$ cat src/hw/rtl/mst_pkg.sv
// Shared widths, field offsets, codes and limits of the shake telemetry block.
package mst_pkg;

   // Sample width and everything derived from it.
   localparam int ACCEL_WIDTH    = 16;
   localparam int SQ_WIDTH       = 2 * ACCEL_WIDTH;
   localparam int BASE_WIDTH     = ACCEL_WIDTH + 1;
   localparam int DIFF_WIDTH     = BASE_WIDTH + 2;
   localparam int SER_CNT_WIDTH  = $clog2(ACCEL_WIDTH);

   // Fixed field widths.
   localparam int THR_WIDTH      = 15;
   localparam int WGT_WIDTH      = 16;
   localparam int PER_WIDTH      = 16;
   localparam int TIME_WIDTH     = 32;
   localparam int DIV_CNT_WIDTH  = $clog2(TIME_WIDTH);
   localparam int UPTIME_WIDTH   = 23;
   localparam int TILT_WIDTH     = 14;
   localparam int CODE_WIDTH     = 3;
   localparam int GEST_WIDTH     = 3;
   localparam int PERSONA_WIDTH  = 4;
   localparam int COUNT_WIDTH    = 32;
   localparam int PROD_WIDTH     = DIFF_WIDTH + WGT_WIDTH + 1;

   // Divider for uptime seconds.
   localparam int MS_PER_SECOND  = 1000;
   localparam int DIV_REM_WIDTH  = 10;

   // Configuration port.
   localparam int CSR_INDEX_WIDTH = 2;
   localparam int CSR_DATA_WIDTH  = 16;

   typedef enum logic [CSR_INDEX_WIDTH-1:0] {
      CSR_SHAKE_THRESHOLD = 2'd0,
      CSR_EMA_WEIGHT      = 2'd1,
      CSR_TELEMETRY_PERIOD = 2'd2
   } csr_index_type;

   localparam logic [THR_WIDTH-1:0] THR_RESET    = 15'd3277;
   localparam logic [WGT_WIDTH-1:0] WGT_RESET    = 16'd3277;
   localparam logic [PER_WIDTH-1:0] PER_RESET    = 16'd100;

   // Behavior constants, all in Q4.12 g where they are accelerations.
   localparam int ONE_G          = 4096;
   localparam int FACEDOWN_LIMIT = -2867;
   localparam int WAVE_LIMIT     = 2252;
   localparam int LEAN_LIMIT     = 2048;
   localparam int PERSONA_COUNT  = 7;
   localparam logic [PERSONA_WIDTH-1:0] PERSONA_NONE = 4'd15;
   localparam logic [CODE_WIDTH-1:0]    PERSONA_IDLE = 3'd1;

   typedef enum logic [GEST_WIDTH-1:0] {
      GEST_IDLE       = 3'd0,
      GEST_DIZZY      = 3'd1,
      GEST_FACEDOWN   = 3'd2,
      GEST_WAVE       = 3'd3,
      GEST_LEAN_RIGHT = 3'd4,
      GEST_LEAN_LEFT  = 3'd5
   } gesture_type;

   typedef enum logic {
      KIND_STATE     = 1'b0,
      KIND_TELEMETRY = 1'b1
   } kind_type;

   typedef enum logic [2:0] {
      ST_IDLE,
      ST_SQUARE,
      ST_ROOT,
      ST_MULT,
      ST_UPDATE,
      ST_EVENT,
      ST_RECORD
   } state_type;

   // Request word layout, lowest bit first.
   localparam int REQ_AX_LO      = 0;
   localparam int REQ_AY_LO      = ACCEL_WIDTH;
   localparam int REQ_AZ_LO      = 2 * ACCEL_WIDTH;
   localparam int REQ_PERSONA_LO = 3 * ACCEL_WIDTH;
   localparam int REQ_SHAKE_BIT  = REQ_PERSONA_LO + PERSONA_WIDTH;
   localparam int REQ_TIME_LO    = REQ_SHAKE_BIT + 1;
   localparam int REQ_LINK_BIT   = REQ_TIME_LO + TIME_WIDTH;
   localparam int REQ_BITS       = REQ_LINK_BIT + 1;
   localparam int REQ_DATA_WIDTH = ((REQ_BITS + 7) / 8) * 8;

   // Response word layout, lowest bit first.
   localparam int RSP_CODE_LO    = 0;
   localparam int RSP_GEST_LO    = RSP_CODE_LO + CODE_WIDTH;
   localparam int RSP_SHAKE_BIT  = RSP_GEST_LO + GEST_WIDTH;
   localparam int RSP_TILTX_LO   = RSP_SHAKE_BIT + 1;
   localparam int RSP_TILTY_LO   = RSP_TILTX_LO + TILT_WIDTH;
   localparam int RSP_AX_LO      = RSP_TILTY_LO + TILT_WIDTH;
   localparam int RSP_AY_LO      = RSP_AX_LO + ACCEL_WIDTH;
   localparam int RSP_AZ_LO      = RSP_AY_LO + ACCEL_WIDTH;
   localparam int RSP_SEQ_LO     = RSP_AZ_LO + ACCEL_WIDTH;
   localparam int RSP_UP_LO      = RSP_SEQ_LO + COUNT_WIDTH;
   localparam int RSP_BITS       = RSP_UP_LO + UPTIME_WIDTH;
   localparam int RSP_DATA_WIDTH = ((RSP_BITS + 7) / 8) * 8;

endpackage

$ cat src/hw/rtl/motion_shake_gesture_telemetry.sv
// Top level of the shake gesture telemetry block: control, state and result word register.
//
// Each accepted request word carries one accelerometer sample in signed Q4.12 g plus a
// persona code, an external shake flag, the millisecond time and a link-up bit. A word
// with link_up low is consumed and changes nothing. A linked word runs through two
// bit-serial units in a row: the sum of squares takes one multiplier bit per cycle and
// the integer square root one root bit per cycle; the root is started when the sum is
// done and captured when the root is done. The division of the time by 1000 runs beside
// them. A baseline multiply step and an update step follow, then each result word is
// loaded into the output register once that register is free (a record also waits for
// the divider). Once the last result word is loaded, or after the update step if there
// is none, the block is back in idle and takes the next request word. A sample can
// produce a state event (kind 0, when the persona changes to a valid code below 7) and
// a telemetry record (kind 1, when the configured period has elapsed); the event always
// comes first and tlast marks the final word of the sample. Configuration registers may
// only be written while the block is idle.
module motion_shake_gesture_telemetry (
   input  logic                                 clock,
   input  logic                                 reset,
   // Request channel.
   input  logic                                 req_tvalid,
   output logic                                 req_tready,
   // Fields from bit 0 up: accel_x, accel_y, accel_z, persona, shake_in, time_ms,
   // link_up, zero fill.
   input  logic [mst_pkg::REQ_DATA_WIDTH-1:0]   req_tdata,
   // Result channel.
   output logic                                 rsp_tvalid,
   input  logic                                 rsp_tready,
   // Fields from bit 0 up: state_code, gesture, shake_flag, tilt_x, tilt_y, accel_x_out,
   // accel_y_out, accel_z_out, sequence_number, uptime_seconds, zero fill.
   output logic [mst_pkg::RSP_DATA_WIDTH-1:0]   rsp_tdata,
   // Field: kind.
   output logic                                 rsp_tuser,
   output logic                                 rsp_tlast,
   // Configuration write port.
   input  logic                                 csr_we,
   input  logic [mst_pkg::CSR_INDEX_WIDTH-1:0]  csr_index,
   input  logic [mst_pkg::CSR_DATA_WIDTH-1:0]   csr_wdata
);
   import mst_pkg::*;

   localparam logic signed [TILT_WIDTH-1:0] TILT_MAX = TILT_WIDTH'(ONE_G);

   state_type state_ff, state_in;

   // Configuration registers.
   logic [THR_WIDTH-1:0] thr_ff, thr_in;
   logic [WGT_WIDTH-1:0] wgt_ff, wgt_in;
   logic [PER_WIDTH-1:0] per_ff, per_in;

   // Persistent state.
   logic [BASE_WIDTH-1:0]    base_ff, base_in;
   logic [PERSONA_WIDTH-1:0] prev_ff, prev_in;
   logic [TIME_WIDTH-1:0]    last_pub_ff, last_pub_in;
   logic [COUNT_WIDTH-1:0]   count_ff, count_in;
   logic                     event_ff, event_in;
   logic                     record_ff, record_in;

   // Sample held for the duration of the item.
   logic signed [ACCEL_WIDTH-1:0] ax_ff, ax_in;
   logic signed [ACCEL_WIDTH-1:0] ay_ff, ay_in;
   logic signed [ACCEL_WIDTH-1:0] az_ff, az_in;
   logic [PERSONA_WIDTH-1:0]      persona_ff, persona_in;
   logic                          ext_shake_ff, ext_shake_in;
   logic [TIME_WIDTH-1:0]         time_ff, time_in;
   logic [ACCEL_WIDTH-1:0]        mag_ff, mag_in;
   logic signed [PROD_WIDTH-1:0]  prod_ff, prod_in;
   logic                          shake_flag_ff, shake_flag_in;

   // Output register.
   logic                      rsp_valid_ff, rsp_valid_in;
   logic [RSP_DATA_WIDTH-1:0] rsp_data_ff, rsp_data_in;
   logic                      rsp_user_ff, rsp_user_in;
   logic                      rsp_last_ff, rsp_last_in;

   // Serial unit handshakes.
   logic                    sq_start, sq_busy, sq_done;
   logic [SQ_WIDTH-1:0]     sq_sum;
   logic                    rt_start, rt_busy, rt_done;
   logic [ACCEL_WIDTH-1:0]  rt_root;
   logic                    div_start, div_busy;
   logic [UPTIME_WIDTH-1:0] uptime;

   // Control decodes.
   logic req_fire;
   logic req_link;
   logic out_free;
   logic load_event;
   logic load_record;

   // Datapath helpers.
   logic [BASE_WIDTH-1:0]        mag_ext;
   logic [BASE_WIDTH-1:0]        deviation;
   logic signed [DIFF_WIDTH-1:0] diff;
   logic signed [PROD_WIDTH-1:0] base_scaled;
   logic signed [PROD_WIDTH-1:0] blend;
   logic [TIME_WIDTH-1:0]        elapsed;
   logic                         persona_ok;
   logic [CODE_WIDTH-1:0]        record_code;
   gesture_type                  gesture;
   int                           ax_val, ay_val, az_val;
   logic [RSP_DATA_WIDTH-1:0]    event_word;
   logic [RSP_DATA_WIDTH-1:0]    record_word;

   function automatic logic signed [TILT_WIDTH-1:0] clamp_tilt(input int v);
      if (v > ONE_G) begin
         return TILT_WIDTH'(ONE_G);
      end else if (v < -ONE_G) begin
         return TILT_WIDTH'(-ONE_G);
      end
      return TILT_WIDTH'(v);
   endfunction

   assign req_fire = req_tvalid && req_tready;
   assign req_link = req_tdata[REQ_LINK_BIT];
   assign out_free = !rsp_valid_ff || rsp_tready;

   mst_sqsum u_sqsum (
      .clock (clock),
      .reset (reset),
      .start (sq_start),
      .ax    (req_tdata[REQ_AX_LO +: ACCEL_WIDTH]),
      .ay    (req_tdata[REQ_AY_LO +: ACCEL_WIDTH]),
      .az    (req_tdata[REQ_AZ_LO +: ACCEL_WIDTH]),
      .busy  (sq_busy),
      .done  (sq_done),
      .sum   (sq_sum)
   );

   mst_isqrt u_isqrt (
      .clock    (clock),
      .reset    (reset),
      .start    (rt_start),
      .radicand (sq_sum),
      .busy     (rt_busy),
      .done     (rt_done),
      .root     (rt_root)
   );

   mst_div1000 u_div (
      .clock    (clock),
      .reset    (reset),
      .start    (div_start),
      .dividend (req_tdata[REQ_TIME_LO +: TIME_WIDTH]),
      .busy     (div_busy),
      .quotient (uptime)
   );

   // Next state.
   always_comb begin
      state_in = state_ff;
      unique case (state_ff)
         ST_IDLE: begin
            if (req_fire && req_link) begin
               state_in = ST_SQUARE;
            end
         end
         ST_SQUARE: begin
            if (sq_done) begin
               state_in = ST_ROOT;
            end
         end
         ST_ROOT: begin
            if (rt_done) begin
               state_in = ST_MULT;
            end
         end
         ST_MULT: begin
            state_in = ST_UPDATE;
         end
         ST_UPDATE: begin
            priority if (event_in) begin
               state_in = ST_EVENT;
            end else if (record_in) begin
               state_in = ST_RECORD;
            end else begin
               state_in = ST_IDLE;
            end
         end
         ST_EVENT: begin
            if (out_free) begin
               state_in = record_ff ? ST_RECORD : ST_IDLE;
            end
         end
         ST_RECORD: begin
            if (out_free && !div_busy) begin
               state_in = ST_IDLE;
            end
         end
         default: begin
            state_in = ST_IDLE;
         end
      endcase
   end

   // State outputs.
   always_comb begin
      req_tready  = 1'b0;
      sq_start    = 1'b0;
      div_start   = 1'b0;
      rt_start    = 1'b0;
      load_event  = 1'b0;
      load_record = 1'b0;
      unique case (state_ff)
         ST_IDLE: begin
            req_tready = 1'b1;
            sq_start   = req_tvalid && req_link;
            div_start  = req_tvalid && req_link;
         end
         ST_SQUARE: begin
            rt_start = sq_done;
         end
         ST_EVENT: begin
            load_event = out_free;
         end
         ST_RECORD: begin
            load_record = out_free && !div_busy;
         end
         default: begin
         end
      endcase
   end

   // Baseline and telemetry arithmetic.
   assign mag_ext     = BASE_WIDTH'(mag_ff);
   assign deviation   = (mag_ext > base_ff) ? (mag_ext - base_ff) : (base_ff - mag_ext);
   assign diff        = $signed(DIFF_WIDTH'(mag_ff)) - $signed(DIFF_WIDTH'(base_ff));
   // b*65536 + (mag - b)*w + 32768 equals b*(65536 - w) + mag*w + 32768.
   assign base_scaled = $signed(PROD_WIDTH'({base_ff, {WGT_WIDTH{1'b0}}}));
   assign blend       = base_scaled + prod_ff + $signed(PROD_WIDTH'(1) <<< (WGT_WIDTH - 1));
   assign elapsed     = time_ff - last_pub_ff;
   assign persona_ok  = persona_ff < PERSONA_WIDTH'(PERSONA_COUNT);
   assign record_code = persona_ok ? persona_ff[CODE_WIDTH-1:0] : PERSONA_IDLE;

   assign ax_val = int'(ax_ff);
   assign ay_val = int'(ay_ff);
   assign az_val = int'(az_ff);

   // Gesture class; a shake overrides every tilt based class.
   always_comb begin
      priority if (shake_flag_ff) begin
         gesture = GEST_DIZZY;
      end else if (az_val < FACEDOWN_LIMIT) begin
         gesture = GEST_FACEDOWN;
      end else if (ay_val > WAVE_LIMIT) begin
         gesture = GEST_WAVE;
      end else if (ax_val > LEAN_LIMIT) begin
         gesture = GEST_LEAN_RIGHT;
      end else if (ax_val < -LEAN_LIMIT) begin
         gesture = GEST_LEAN_LEFT;
      end else begin
         gesture = GEST_IDLE;
      end
   end

   always_comb begin
      event_word = '0;
      event_word[RSP_CODE_LO +: CODE_WIDTH] = persona_ff[CODE_WIDTH-1:0];
   end

   always_comb begin
      record_word = '0;
      record_word[RSP_CODE_LO +: CODE_WIDTH]    = record_code;
      record_word[RSP_GEST_LO +: GEST_WIDTH]    = gesture;
      record_word[RSP_SHAKE_BIT]                = shake_flag_ff;
      record_word[RSP_TILTX_LO +: TILT_WIDTH]   = clamp_tilt(ax_val);
      record_word[RSP_TILTY_LO +: TILT_WIDTH]   = clamp_tilt(ay_val);
      record_word[RSP_AX_LO +: ACCEL_WIDTH]     = ax_ff;
      record_word[RSP_AY_LO +: ACCEL_WIDTH]     = ay_ff;
      record_word[RSP_AZ_LO +: ACCEL_WIDTH]     = az_ff;
      record_word[RSP_SEQ_LO +: COUNT_WIDTH]    = count_ff;
      record_word[RSP_UP_LO +: UPTIME_WIDTH]    = uptime;
   end

   // Register next values.
   always_comb begin
      thr_in        = thr_ff;
      wgt_in        = wgt_ff;
      per_in        = per_ff;
      base_in       = base_ff;
      prev_in       = prev_ff;
      last_pub_in   = last_pub_ff;
      count_in      = count_ff;
      event_in      = event_ff;
      record_in     = record_ff;
      ax_in         = ax_ff;
      ay_in         = ay_ff;
      az_in         = az_ff;
      persona_in    = persona_ff;
      ext_shake_in  = ext_shake_ff;
      time_in       = time_ff;
      mag_in        = mag_ff;
      prod_in       = prod_ff;
      shake_flag_in = shake_flag_ff;
      rsp_data_in   = rsp_data_ff;
      rsp_user_in   = rsp_user_ff;
      rsp_last_in   = rsp_last_ff;
      rsp_valid_in  = rsp_tready ? 1'b0 : rsp_valid_ff;

      if (csr_we) begin
         unique case (csr_index_type'(csr_index))
            CSR_SHAKE_THRESHOLD:  thr_in = csr_wdata[THR_WIDTH-1:0];
            CSR_EMA_WEIGHT:       wgt_in = csr_wdata[WGT_WIDTH-1:0];
            CSR_TELEMETRY_PERIOD: per_in = csr_wdata[PER_WIDTH-1:0];
            default: begin
            end
         endcase
      end

      if (req_fire && req_link) begin
         ax_in        = req_tdata[REQ_AX_LO +: ACCEL_WIDTH];
         ay_in        = req_tdata[REQ_AY_LO +: ACCEL_WIDTH];
         az_in        = req_tdata[REQ_AZ_LO +: ACCEL_WIDTH];
         persona_in   = req_tdata[REQ_PERSONA_LO +: PERSONA_WIDTH];
         ext_shake_in = req_tdata[REQ_SHAKE_BIT];
         time_in      = req_tdata[REQ_TIME_LO +: TIME_WIDTH];
      end

      if (state_ff == ST_ROOT && rt_done) begin
         mag_in = rt_root;
      end

      // Shake is judged against the baseline from before this sample.
      if (state_ff == ST_MULT) begin
         prod_in       = diff * $signed({1'b0, wgt_ff});
         shake_flag_in = ext_shake_ff || (deviation > BASE_WIDTH'(thr_ff));
      end

      if (state_ff == ST_UPDATE) begin
         base_in   = blend[WGT_WIDTH +: BASE_WIDTH];
         event_in  = (persona_ff != prev_ff) && persona_ok;
         record_in = elapsed >= TIME_WIDTH'(per_ff);
         if (event_in) begin
            prev_in = persona_ff;
         end
         if (record_in) begin
            last_pub_in = time_ff;
            count_in    = count_ff + 1'b1;
         end
      end

      if (load_event) begin
         rsp_valid_in = 1'b1;
         rsp_data_in  = event_word;
         rsp_user_in  = KIND_STATE;
         rsp_last_in  = !record_ff;
      end else if (load_record) begin
         rsp_valid_in = 1'b1;
         rsp_data_in  = record_word;
         rsp_user_in  = KIND_TELEMETRY;
         rsp_last_in  = 1'b1;
      end
   end

   always_ff @(posedge clock) begin
      if (reset) begin
         state_ff     <= ST_IDLE;
         thr_ff       <= THR_RESET;
         wgt_ff       <= WGT_RESET;
         per_ff       <= PER_RESET;
         base_ff      <= BASE_WIDTH'(ONE_G);
         prev_ff      <= PERSONA_NONE;
         last_pub_ff  <= '0;
         count_ff     <= '0;
         event_ff     <= 1'b0;
         record_ff    <= 1'b0;
         rsp_valid_ff <= 1'b0;
      end else begin
         state_ff     <= state_in;
         thr_ff       <= thr_in;
         wgt_ff       <= wgt_in;
         per_ff       <= per_in;
         base_ff      <= base_in;
         prev_ff      <= prev_in;
         last_pub_ff  <= last_pub_in;
         count_ff     <= count_in;
         event_ff     <= event_in;
         record_ff    <= record_in;
         rsp_valid_ff <= rsp_valid_in;
      end
   end

   always_ff @(posedge clock) begin
      ax_ff         <= ax_in;
      ay_ff         <= ay_in;
      az_ff         <= az_in;
      persona_ff    <= persona_in;
      ext_shake_ff  <= ext_shake_in;
      time_ff       <= time_in;
      mag_ff        <= mag_in;
      prod_ff       <= prod_in;
      shake_flag_ff <= shake_flag_in;
      rsp_data_ff   <= rsp_data_in;
      rsp_user_ff   <= rsp_user_in;
      rsp_last_ff   <= rsp_last_in;
   end

   assign rsp_tvalid = rsp_valid_ff;
   assign rsp_tdata  = rsp_data_ff;
   assign rsp_tuser  = rsp_user_ff;
   assign rsp_tlast  = rsp_last_ff;

   // No serial unit may still be working once the block is ready for a new sample.
   assert property (@(posedge clock) disable iff (reset)
      (state_ff == ST_IDLE) |-> (!sq_busy && !rt_busy && !div_busy))
      else $error("serial unit busy while idle");

   // The sequence count only moves in the update step of a sample.
   assert property (@(posedge clock) disable iff (reset)
      (state_ff != ST_UPDATE) |=> $stable(count_ff))
      else $error("sequence count changed outside the update step");

   // A state event carries nothing beyond its code and always precedes or ends the sample.
   assert property (@(posedge clock) disable iff (reset)
      (rsp_valid_ff && rsp_user_ff == KIND_STATE) |->
         (rsp_data_ff[RSP_DATA_WIDTH-1:CODE_WIDTH] == '0))
      else $error("state event with nonzero record fields");

   // Tilt in a record stays within one g.
   assert property (@(posedge clock) disable iff (reset)
      (rsp_valid_ff && rsp_user_ff == KIND_TELEMETRY) |->
         ($signed(rsp_data_ff[RSP_TILTX_LO +: TILT_WIDTH]) <= TILT_MAX &&
          $signed(rsp_data_ff[RSP_TILTX_LO +: TILT_WIDTH]) >= -TILT_MAX &&
          $signed(rsp_data_ff[RSP_TILTY_LO +: TILT_WIDTH]) <= TILT_MAX &&
          $signed(rsp_data_ff[RSP_TILTY_LO +: TILT_WIDTH]) >= -TILT_MAX))
      else $error("tilt outside one g");

endmodule

$ cat src/hw/rtl/mst_sqsum.sv
// Bit-serial sum of the squares of three signed axes, one multiplier bit per cycle.
module mst_sqsum (
   input  logic                                     clock,
   input  logic                                     reset,
   input  logic                                     start,
   input  logic signed [mst_pkg::ACCEL_WIDTH-1:0]   ax,
   input  logic signed [mst_pkg::ACCEL_WIDTH-1:0]   ay,
   input  logic signed [mst_pkg::ACCEL_WIDTH-1:0]   az,
   output logic                                     busy,
   output logic                                     done,
   output logic        [mst_pkg::SQ_WIDTH-1:0]      sum
);
   import mst_pkg::*;

   logic [ACCEL_WIDTH-1:0]   mplr_ff [3];
   logic [ACCEL_WIDTH-1:0]   mplr_in [3];
   logic [SQ_WIDTH-1:0]      mcnd_ff [3];
   logic [SQ_WIDTH-1:0]      mcnd_in [3];
   logic [SQ_WIDTH-1:0]      acc_ff, acc_in;
   logic [SER_CNT_WIDTH-1:0] cnt_ff, cnt_in;
   logic                     busy_ff, busy_in;
   logic                     done_ff, done_in;
   logic [ACCEL_WIDTH-1:0]   mag [3];
   logic [SQ_WIDTH-1:0]      pp [3];

   // Magnitude of a two's complement value; the most negative one maps to 2^(w-1).
   function automatic logic [ACCEL_WIDTH-1:0] abs_val(input logic signed [ACCEL_WIDTH-1:0] v);
      return v[ACCEL_WIDTH-1] ? (~v + 1'b1) : v;
   endfunction

   assign mag[0] = abs_val(ax);
   assign mag[1] = abs_val(ay);
   assign mag[2] = abs_val(az);

   always_comb begin
      for (int i = 0; i < 3; i++) begin
         pp[i] = mplr_ff[i][0] ? mcnd_ff[i] : '0;
      end
   end

   always_comb begin
      busy_in = busy_ff;
      done_in = 1'b0;
      cnt_in  = cnt_ff;
      acc_in  = acc_ff;
      for (int i = 0; i < 3; i++) begin
         mplr_in[i] = mplr_ff[i];
         mcnd_in[i] = mcnd_ff[i];
      end
      if (start) begin
         busy_in = 1'b1;
         cnt_in  = SER_CNT_WIDTH'(ACCEL_WIDTH - 1);
         acc_in  = '0;
         for (int i = 0; i < 3; i++) begin
            mplr_in[i] = mag[i];
            mcnd_in[i] = SQ_WIDTH'(mag[i]);
         end
      end else if (busy_ff) begin
         acc_in = acc_ff + pp[0] + pp[1] + pp[2];
         for (int i = 0; i < 3; i++) begin
            mplr_in[i] = mplr_ff[i] >> 1;
            mcnd_in[i] = mcnd_ff[i] << 1;
         end
         cnt_in = cnt_ff - 1'b1;
         if (cnt_ff == '0) begin
            busy_in = 1'b0;
            done_in = 1'b1;
         end
      end
   end

   always_ff @(posedge clock) begin
      if (reset) begin
         busy_ff <= 1'b0;
         done_ff <= 1'b0;
      end else begin
         busy_ff <= busy_in;
         done_ff <= done_in;
      end
   end

   always_ff @(posedge clock) begin
      cnt_ff <= cnt_in;
      acc_ff <= acc_in;
      for (int i = 0; i < 3; i++) begin
         mplr_ff[i] <= mplr_in[i];
         mcnd_ff[i] <= mcnd_in[i];
      end
   end

   assign busy = busy_ff;
   assign done = done_ff;
   assign sum  = acc_ff;

endmodule

$ cat src/hw/rtl/mst_isqrt.sv
// Digit-serial integer square root: two radicand bits in, one root bit out per cycle.
module mst_isqrt (
   input  logic                                clock,
   input  logic                                reset,
   input  logic                                start,
   input  logic [mst_pkg::SQ_WIDTH-1:0]        radicand,
   output logic                                busy,
   output logic                                done,
   output logic [mst_pkg::ACCEL_WIDTH-1:0]     root
);
   import mst_pkg::*;

   logic [SQ_WIDTH-1:0]      rad_ff, rad_in;
   logic [ACCEL_WIDTH:0]     rem_ff, rem_in;
   logic [ACCEL_WIDTH-1:0]   root_ff, root_in;
   logic [SER_CNT_WIDTH-1:0] cnt_ff, cnt_in;
   logic                     busy_ff, busy_in;
   logic                     done_ff, done_in;
   logic [ACCEL_WIDTH+2:0]   rem_trial;
   logic [ACCEL_WIDTH+2:0]   sub_val;
   logic                     fits;

   // Partial remainder with the next radicand digit, against 4*root+1.
   assign rem_trial = {rem_ff, rad_ff[SQ_WIDTH-1 -: 2]};
   assign sub_val   = {1'b0, root_ff, 2'b01};
   assign fits      = rem_trial >= sub_val;

   always_comb begin
      busy_in = busy_ff;
      done_in = 1'b0;
      cnt_in  = cnt_ff;
      rad_in  = rad_ff;
      rem_in  = rem_ff;
      root_in = root_ff;
      if (start) begin
         busy_in = 1'b1;
         cnt_in  = SER_CNT_WIDTH'(ACCEL_WIDTH - 1);
         rad_in  = radicand;
         rem_in  = '0;
         root_in = '0;
      end else if (busy_ff) begin
         rad_in  = rad_ff << 2;
         rem_in  = fits ? (ACCEL_WIDTH+1)'(rem_trial - sub_val) : (ACCEL_WIDTH+1)'(rem_trial);
         root_in = {root_ff[ACCEL_WIDTH-2:0], fits};
         cnt_in  = cnt_ff - 1'b1;
         if (cnt_ff == '0) begin
            busy_in = 1'b0;
            done_in = 1'b1;
         end
      end
   end

   always_ff @(posedge clock) begin
      if (reset) begin
         busy_ff <= 1'b0;
         done_ff <= 1'b0;
      end else begin
         busy_ff <= busy_in;
         done_ff <= done_in;
      end
   end

   always_ff @(posedge clock) begin
      cnt_ff  <= cnt_in;
      rad_ff  <= rad_in;
      rem_ff  <= rem_in;
      root_ff <= root_in;
   end

   assign busy = busy_ff;
   assign done = done_ff;
   assign root = root_ff;

endmodule

$ cat src/hw/rtl/mst_div1000.sv
// Bit-serial restoring division of the millisecond time by 1000, one quotient bit per cycle.
module mst_div1000 (
   input  logic                                 clock,
   input  logic                                 reset,
   input  logic                                 start,
   input  logic [mst_pkg::TIME_WIDTH-1:0]       dividend,
   output logic                                 busy,
   output logic [mst_pkg::UPTIME_WIDTH-1:0]     quotient
);
   import mst_pkg::*;

   localparam logic [DIV_REM_WIDTH:0] DIVISOR = (DIV_REM_WIDTH+1)'(MS_PER_SECOND);

   // Dividend bits leave at the top while quotient bits enter at the bottom.
   logic [TIME_WIDTH-1:0]    dq_ff, dq_in;
   logic [DIV_REM_WIDTH-1:0] rem_ff, rem_in;
   logic [DIV_CNT_WIDTH-1:0] cnt_ff, cnt_in;
   logic                     busy_ff, busy_in;
   logic [DIV_REM_WIDTH:0]   rem_trial;
   logic                     fits;

   assign rem_trial = {rem_ff, dq_ff[TIME_WIDTH-1]};
   assign fits      = rem_trial >= DIVISOR;

   always_comb begin
      busy_in = busy_ff;
      cnt_in  = cnt_ff;
      dq_in   = dq_ff;
      rem_in  = rem_ff;
      if (start) begin
         busy_in = 1'b1;
         cnt_in  = DIV_CNT_WIDTH'(TIME_WIDTH - 1);
         dq_in   = dividend;
         rem_in  = '0;
      end else if (busy_ff) begin
         rem_in = fits ? DIV_REM_WIDTH'(rem_trial - DIVISOR) : DIV_REM_WIDTH'(rem_trial);
         dq_in  = {dq_ff[TIME_WIDTH-2:0], fits};
         cnt_in = cnt_ff - 1'b1;
         if (cnt_ff == '0) begin
            busy_in = 1'b0;
         end
      end
   end

   always_ff @(posedge clock) begin
      if (reset) begin
         busy_ff <= 1'b0;
      end else begin
         busy_ff <= busy_in;
      end
   end

   always_ff @(posedge clock) begin
      cnt_ff <= cnt_in;
      dq_ff  <= dq_in;
      rem_ff <= rem_in;
   end

   assign busy     = busy_ff;
   assign quotient = dq_ff[UPTIME_WIDTH-1:0];

endmodule

$ cat config.mk
export PLATFORM = sky130hd
export DESIGN_NAME = motion_shake_gesture_telemetry
export DESIGN_NICKNAME = d
export VERILOG_FILES = /design/src/hw/rtl/mst_pkg.sv /design/src/hw/rtl/motion_shake_gesture_telemetry.sv /design/src/hw/rtl/mst_sqsum.sv /design/src/hw/rtl/mst_isqrt.sv /design/src/hw/rtl/mst_div1000.sv
export SDC_FILE = /design/constraint.sdc
export NUM_CORES = 2
export LEC_CHECK = 0
export ABC_CLOCK_PERIOD_IN_PS = 8300
export BUFFER_PORTS_ARGS = -buffer_cell sky130_fd_sc_hd__clkbuf_2
export CAP_MARGIN = 10
export CORE_MARGIN = 2
export CORE_UTILIZATION = 45
export CTS_BUF_LIST = sky130_fd_sc_hd__clkbuf_8
export DETAILED_ROUTE_END_ITERATION = 8
export HOLD_SLACK_MARGIN = 0.02
export PLACE_DENSITY = 0.73
export SLEW_MARGIN = 20
export SYNTH_ARGS = -nofsm -noshare
export SYNTH_HDL_FRONTEND = slang
export SYNTH_SLANG_ARGS = --single-unit
$ cat constraint.sdc
create_clock -name clock -period 8.3 [get_ports clock]
set_input_delay 0.83 -clock clock [delete_from_list [all_inputs] [get_ports clock]]
set_output_delay 0.83 -clock clock [all_outputs]
set_load 0.05 [all_outputs]
# Word-level counts from Yosys, hierarchy flattened
# Memories as Yosys holds them, arrays and structs flattened.
# Index checks and enable logic that the tools add are counted.
totals:
  n_memories: 2
  ff_bits: 570
  wordCells: 187
  out_inout_bits: 148
  romBits: 0
  mem_bits_rw: 144
  latchBits: 0
mem_list:
  columns: ["memory", "depth", "width", "read_ports", "rd_ports_with_merged_regs", "write_ports", "line", "rtl"]
  rows:
  - ["u_sqsum.mcnd_ff", 3, 32, 3, 0, 3, "mst_sqsum.sv:17", "logic [SQ_WIDTH-1:0] mcnd_ff [3];"]
  - ["u_sqsum.mplr_ff", 3, 16, 3, 0, 3, "mst_sqsum.sv:15", "logic [ACCEL_WIDTH-1:0] mplr_ff [3];"]
classes:
  div: 0
  shifts: 0
  n_bitwise: 5
  muxes: 67
  reduce_logical: 28
  multipliers: 1
  order_cmp: 14
  n_eq_ne: 14
  n_addsub: 18
op_table:
  columns: ["operator", "count"]
  rows:
  - ["$mux W32", 7]
  - ["$mux W96", 2]
  - ["$add A32 B32 Y32", 3]
  - ["$mux W48", 2]
  - ["$mux W14", 6]
  - ["$add A16 B1 Y16 const B", 3]
  - ["$lt A16 B13 Y1 const B", 3]
  - ["$mux W16", 3]
  - ["$mux W3", 16]
  - ["$not A16 Y16", 3]
  - ["$mux W17", 2]
  - ["$add A33 B17 Y33 const B", 1]
  - ["$add A33 B33 Y33", 1]
  - ["$mul A18 B17 Y33", 1]
  - ["$add A32 B1 Y32 const B", 1]
  - ["$ge A32 B16 Y1", 1]
  - ["$gt A16 B13 Y1 const B", 2]
  - ["$gt A16 B14 Y1 const B", 2]
  - ["$sub A32 B32 Y32", 1]
  - ["$mux W1", 27]
  - ["$pmux W3 S7", 1]
  - ["$ge A19 B18 Y1", 1]
  - ["$sub A16 B17 Y18", 1]
  - ["$gt A16 B17 Y1", 1]
  - ["other kinds (32)", 56]

# Longest topological paths before layout
logic_depth:
  ltp_word: 6
  mapped_depth: 36
  mapped_depth_nobuf: 36

# Modules after synthesis
# A second synthesis with hierarchy kept.
hier_totals:
  cells_unflattened: 4975
  hier_area_um2: 46729.8
by_module_without_submodules:
  columns: ["mod", "area_per_inst_um2", "seq_area_each_um2", "instances", "cells_per_inst"]
  rows:
  - ["motion_shake_gesture_telemetry", 29176.7, 9188.8, 1, 3176]
  - ["mst_sqsum", 11359.6, 4604.4, 1, 1243]
  - ["mst_isqrt", 3807.4, 1741.7, 1, 362]
  - ["mst_div1000", 2386.0, 1281.2, 1, 194]

# Least setup slack after synthesis
# OpenSTA, ideal clock, no wires.
synth_path:
  path_kind: "reg2reg"
  from: "reg base_ff[8]"
  to: "reg prod_ff[32] (data pin)"
  slack_ps: 60
  n_path_buf: 2
  arrival_ps: 7980
  path_stages_with_launch: 32
  path_cell_list: "dfxtp_1 inv_1 ha_1 clkbuf_1 a21o_1 a21oi_1 nor2b_1 a311o_1 or2_2 a21o_1 a21oi_1 xnor2_1 clkbuf_1 and2_1 fa_1 inv_1 fa_1 fa_1 inv_1 fa_1 fa_1 fa_1 ha_1 or4_1 a31oi_1 a21boi_0 o311ai_0 a311oi_1 o21ai_0 nand2b_1 a21oi_1 xnor2_1"
synth_between:
  elab_chain_len: 2
synth_lines:
  columns: ["item", "line", "rtl"]
  rows:
  - ["start: declaration", "motion_shake_gesture_telemetry.sv:52", "logic [BASE_WIDTH-1:0] base_ff, base_in;"]
  - ["start signal: assignment", "motion_shake_gesture_telemetry.sv:361", "base_ff <= BASE_WIDTH'(ONE_G);"]
  - ["start signal: assignment", "motion_shake_gesture_telemetry.sv:373", "base_ff <= base_in;"]
  - ["$sub A16 B17 Y18", "motion_shake_gesture_telemetry.sv:227", "assign diff = $signed(DIFF_WIDTH'(mag_ff)) - $signed(DIFF_WIDTH'(base_ff));"]
  - ["$mul A18 B17 Y33", "motion_shake_gesture_telemetry.sv:325", "prod_in = diff * $signed({1'b0, wgt_ff});"]
  - ["end signal: assignment", "motion_shake_gesture_telemetry.sv:391", "prod_ff <= prod_in;"]
  - ["end: declaration", "motion_shake_gesture_telemetry.sv:67", "logic signed [PROD_WIDTH-1:0] prod_ff, prod_in;"]
# Every way passes these cells.
# A chain may end at the register's enable or synchronous reset.

# Worst setup path in the final report
layout_path:
  from: "reg mag_ff[8]"
  to: "reg prod_ff[32] (data pin)"
layout_between:
  elab_chain_len: 2
layout_lines:
  columns: ["item", "line", "rtl"]
  rows:
  - ["start: declaration", "motion_shake_gesture_telemetry.sv:66", "logic [ACCEL_WIDTH-1:0] mag_ff, mag_in;"]
  - ["start signal: assignment", "motion_shake_gesture_telemetry.sv:390", "mag_ff <= mag_in;"]
  - ["$sub A16 B17 Y18", "motion_shake_gesture_telemetry.sv:227", null]
  - ["$mul A18 B17 Y33", "motion_shake_gesture_telemetry.sv:325", null]
# Every way passes these cells.

==> summary.txt <==
Status
  – Status: finished clean

Logic synthesis
  – Number of flops mapped to enable cells by yosys: 284
  – Top-area cell type share of the netlist area: 0.185
  – Netlist cell types: 80
  – Post-Syn Area: 0.0461 mm2
  – Yosys reg bits: 698
  – Cell taking the most area after synthesis: edfxtp_1
  – Prevailing post-synth register cell: dfxtp_1
  – Cells after Synth: 4928
  – Register area share after synthesis: 0.365
  – Syn_area_per_cell: 9.35 um2
  – Area contributors post-synth: edfxtp_1 (19%), dfxtp_1 (18%), fa_1 (15%)
  – Asr flop ratio synth: 0
  – Warnings, synthesis: 0

Setup path
  – Most frequent CP cell: fa_1
  – Crit path required time: 8.78 ns
  – CP Max Fanout: 7
  – Worst R2R Start: mag_ff[8]$_DFFE_PP_
  – Setup Crit Path Kind: register to register
  – Critical path startpoint category: register
  – Worst EP arrival: 8.49 ns
  – Slowest stage cell, crit path: fa_1
  – Crit. End Element: register
  – Worst Setup EP: prod_ff[32]$_DFFE_PN_
  – Depth of the worst register-to-register path: 32
  – Worst R2R Setup Slack: 0.29 ns
  – Max incr delay on CP: 0.55 ns
  – Crit Reg-Reg Endpoint: prod_ff[32]$_DFFE_PN_
  – Worst setup path startpoint: mag_ff[8]$_DFFE_PP_

STA
  – # setup viols final: 0
  – Slew Viols, Final: 0
  – Setup TNS: 0 ns
  – Max-slew headroom: 0.287
  – Post-route setup slack: 0.290 ns
  – Final Hold Viols: 0
  – Hold_ws: 0.290 ns
  – Final period util: 0.965
  – Worst slew pin tran: 1.07 ns
  – Max Freq: 0.125 GHz
  – Final Skew: 0.0423 ns
  – Fin crit period: 8.01 ns

CTS
  – CTS root buf: clkbuf_8
  – TritonCTS Sinks: 698
  – CTS Buffer Depth: 3
  – CTS Buf Count: 108
  – Clock-pin slew on the worst setup and hold paths: 0.07 ns
  – CTS tree: done
  – Worst-skew pair later-pin latency: 0.77 ns
  – # H-tree levels: 3
  – Cts hold-fix bufs: 0

Routing
  – Total number of vias: 35200
  – Vias/cell: 5.30
  – Detailed Route WL: 114000 um
  – DRC: 0
  – Routed Antenna Nets: 0
  – Avg WL per Cell: 17.1 um
  – Drt pass-1 iters: 5
  – 1st-iter DRT viols: 2635

Run
  – Max-Cap Viols: 0

Floorplan
  – Die area: 0.105 mm2
  – # IOs: 259
  – Row Count: 117
  – Die X: 324 um
  – Die H: 324 um
  – Initial core utilization: 0.453
  – Total core area: 0.102 mm2

Placed design
  – Place WS: -0.408 ns
  – Post-DP HPWL: 84800 um
  – GP Congestion: 0.890
  – DP Cell Count: 6432
  – Number of port buffers: 250

Global routing
  – Initial antenna violation count: 3
  – Vias in the first global route: 34700
  – First-pass GRT wire length: 183000 um
  – Pin count of the biggest net entering global routing: 174
  – Total congestion overflow: 0
  – Gr usage total: 0.216

Finish
  – Finished Layout Cells: 6646
  – # nets final: 5887
  – Area growth syn-to-layout: 12.2%
  – Layout cell share with drive strength beyond 1: 0.124

Min path
  – Hold crit path type: input port to register
==> through the flow <==
step                      area, um2  utilization
after detailed placement      49200        0.483
after global placement        49200        0.483
after CTS                     51500        0.506
final                         51700        0.508
after floorplan               46100            -
after global routing          51700        0.508
==> area by class of cell <==
cell class / instances / area [um2]
inverter: 571 / 2150
fill: 9243 / 50000
clock buffer: 120 / 1650
tap: 1368 / 1710
clock inverter: 83 / 642
sequential: 698 / 16800
antenna: 1 / 2.50
multi-input combinational: 3420 / 26400
timing repair buffer: 385 / 2310
==> per-layer routing <==
| layer | wire length (um) | track usage | up-vias |
|---|---|---|---|
| met4 | 2690 | 0.0579 | 0 |
| li1 | - | - | 16900 |
| met5 | 0 | 0 | - |
| met1 | 51600 | 0.305 | 17200 |
| met2 | 53200 | 0.349 | 976 |
| met3 | 6070 | 0.0295 | 175 |
==> critical path, delay by kind of cell (launching register included) <==
kind	cells	cell delay (ns)
compound gates	11	1.98
simple gates	5	0.81
buf+inv	6	0.56
xor+xnor	2	0.28
fa+ha+maj	8	3.73
flops	1	0.40
==> registers in the layout (all words and copies together) (netlist names), 18 cells and up <==
| register | count |
|---|---|
| u_isqrt.rad_ff | 32 |
| u_sqsum.mcnd_ff | 96 |
| u_div.dq_ff | 32 |
| time_ff | 32 |
| last_pub_ff | 32 |
| prod_ff | 18 |
| u_sqsum.mplr_ff | 48 |
| rsp_tdata | 138 |
| u_sqsum.sum | 32 |
| count_ff | 32 |
==> cell usage after synthesis (all sizes together) (16+ instances only) <==
cell type,number
a211o,17
a211oi,36
a21o,104
a21oi,289
a22o,51
a31o,44
and2,151
and3,24
buf,36
clkbuf,208
dfxtp,414
edfxtp,284
fa,340
ha,252
inv,571
mux2i,140
nand2,796
nand2b,39
nand3,41
nand3b,16
nand4,32
nor2,349
nor2b,48
nor3,47
nor4,17
o21a,29
o21ai,102
o31ai,35
or3,26
or4,20
xnor2,115
xor2,82
==> logic make-up (layout without fill, tap and decap cells) <==
kind of cell / count (synthesis) / count (layout) / share of synthesized area
other: 1 / 7 / 0.0000814
adder cells (fa/ha/maj): 592 / 592 / 0.216
XOR/XNOR: 197 / 197 / 0.0374
AO/OA/AOI/OAI: 823 / 823 / 0.118
multiplexers: 150 / 150 / 0.0333
flip-flops: 698 / 698 / 0.365
buffers and inverters: 815 / 1159 / 0.0673
AND/OR/NAND/NOR: 1652 / 1652 / 0.163
==> repair_timing <==
item | 4_1_cts | 5_1_grt
endpoints found under the setup margin | 8 | 11
setup buffers | 0 | 10
endpoints found under the hold margin | 0 | 0
pin swaps | 2 | 28
gates resized for setup | 11 | 36
==> worst min path at each step <==
stage                                              from  cells after the start                     endpoint
after floorplan           u_isqrt.root[15]$_SDFFE_PP0P_                      0         mag_ff[15]$_DFFE_PP_
after global placement        rsp_tdata[4]$_SDFFE_PP0P_                      2    rsp_tdata[4]$_SDFFE_PP0P_
after detailed placement    rsp_tdata[107]$_SDFFE_PP0P_                      2  rsp_tdata[107]$_SDFFE_PP0P_
final                                     req_tdata[49]                      1      persona_ff[1]$_DFFE_PP_
after CTS                                 req_tdata[80]                      1        time_ff[27]$_DFFE_PP_
after global routing                      req_tdata[80]                      1        time_ff[27]$_DFFE_PP_
==> layout by cell type, fill, tap and decap left out, types with 140 or more instances in the layout <==
master    instances
clkbuf_2        249
mux2i_1         140
fa_1            337
inv_1           609
nor2_1          346
edfxtp_1        284
and2_1          148
a21oi_1         282
ha_1            249
dfxtp_1         412
nand2_1         795
Power is not shown: default switching activity piles up to over one toggle a cycle in this logic, so the estimate is an artifact.
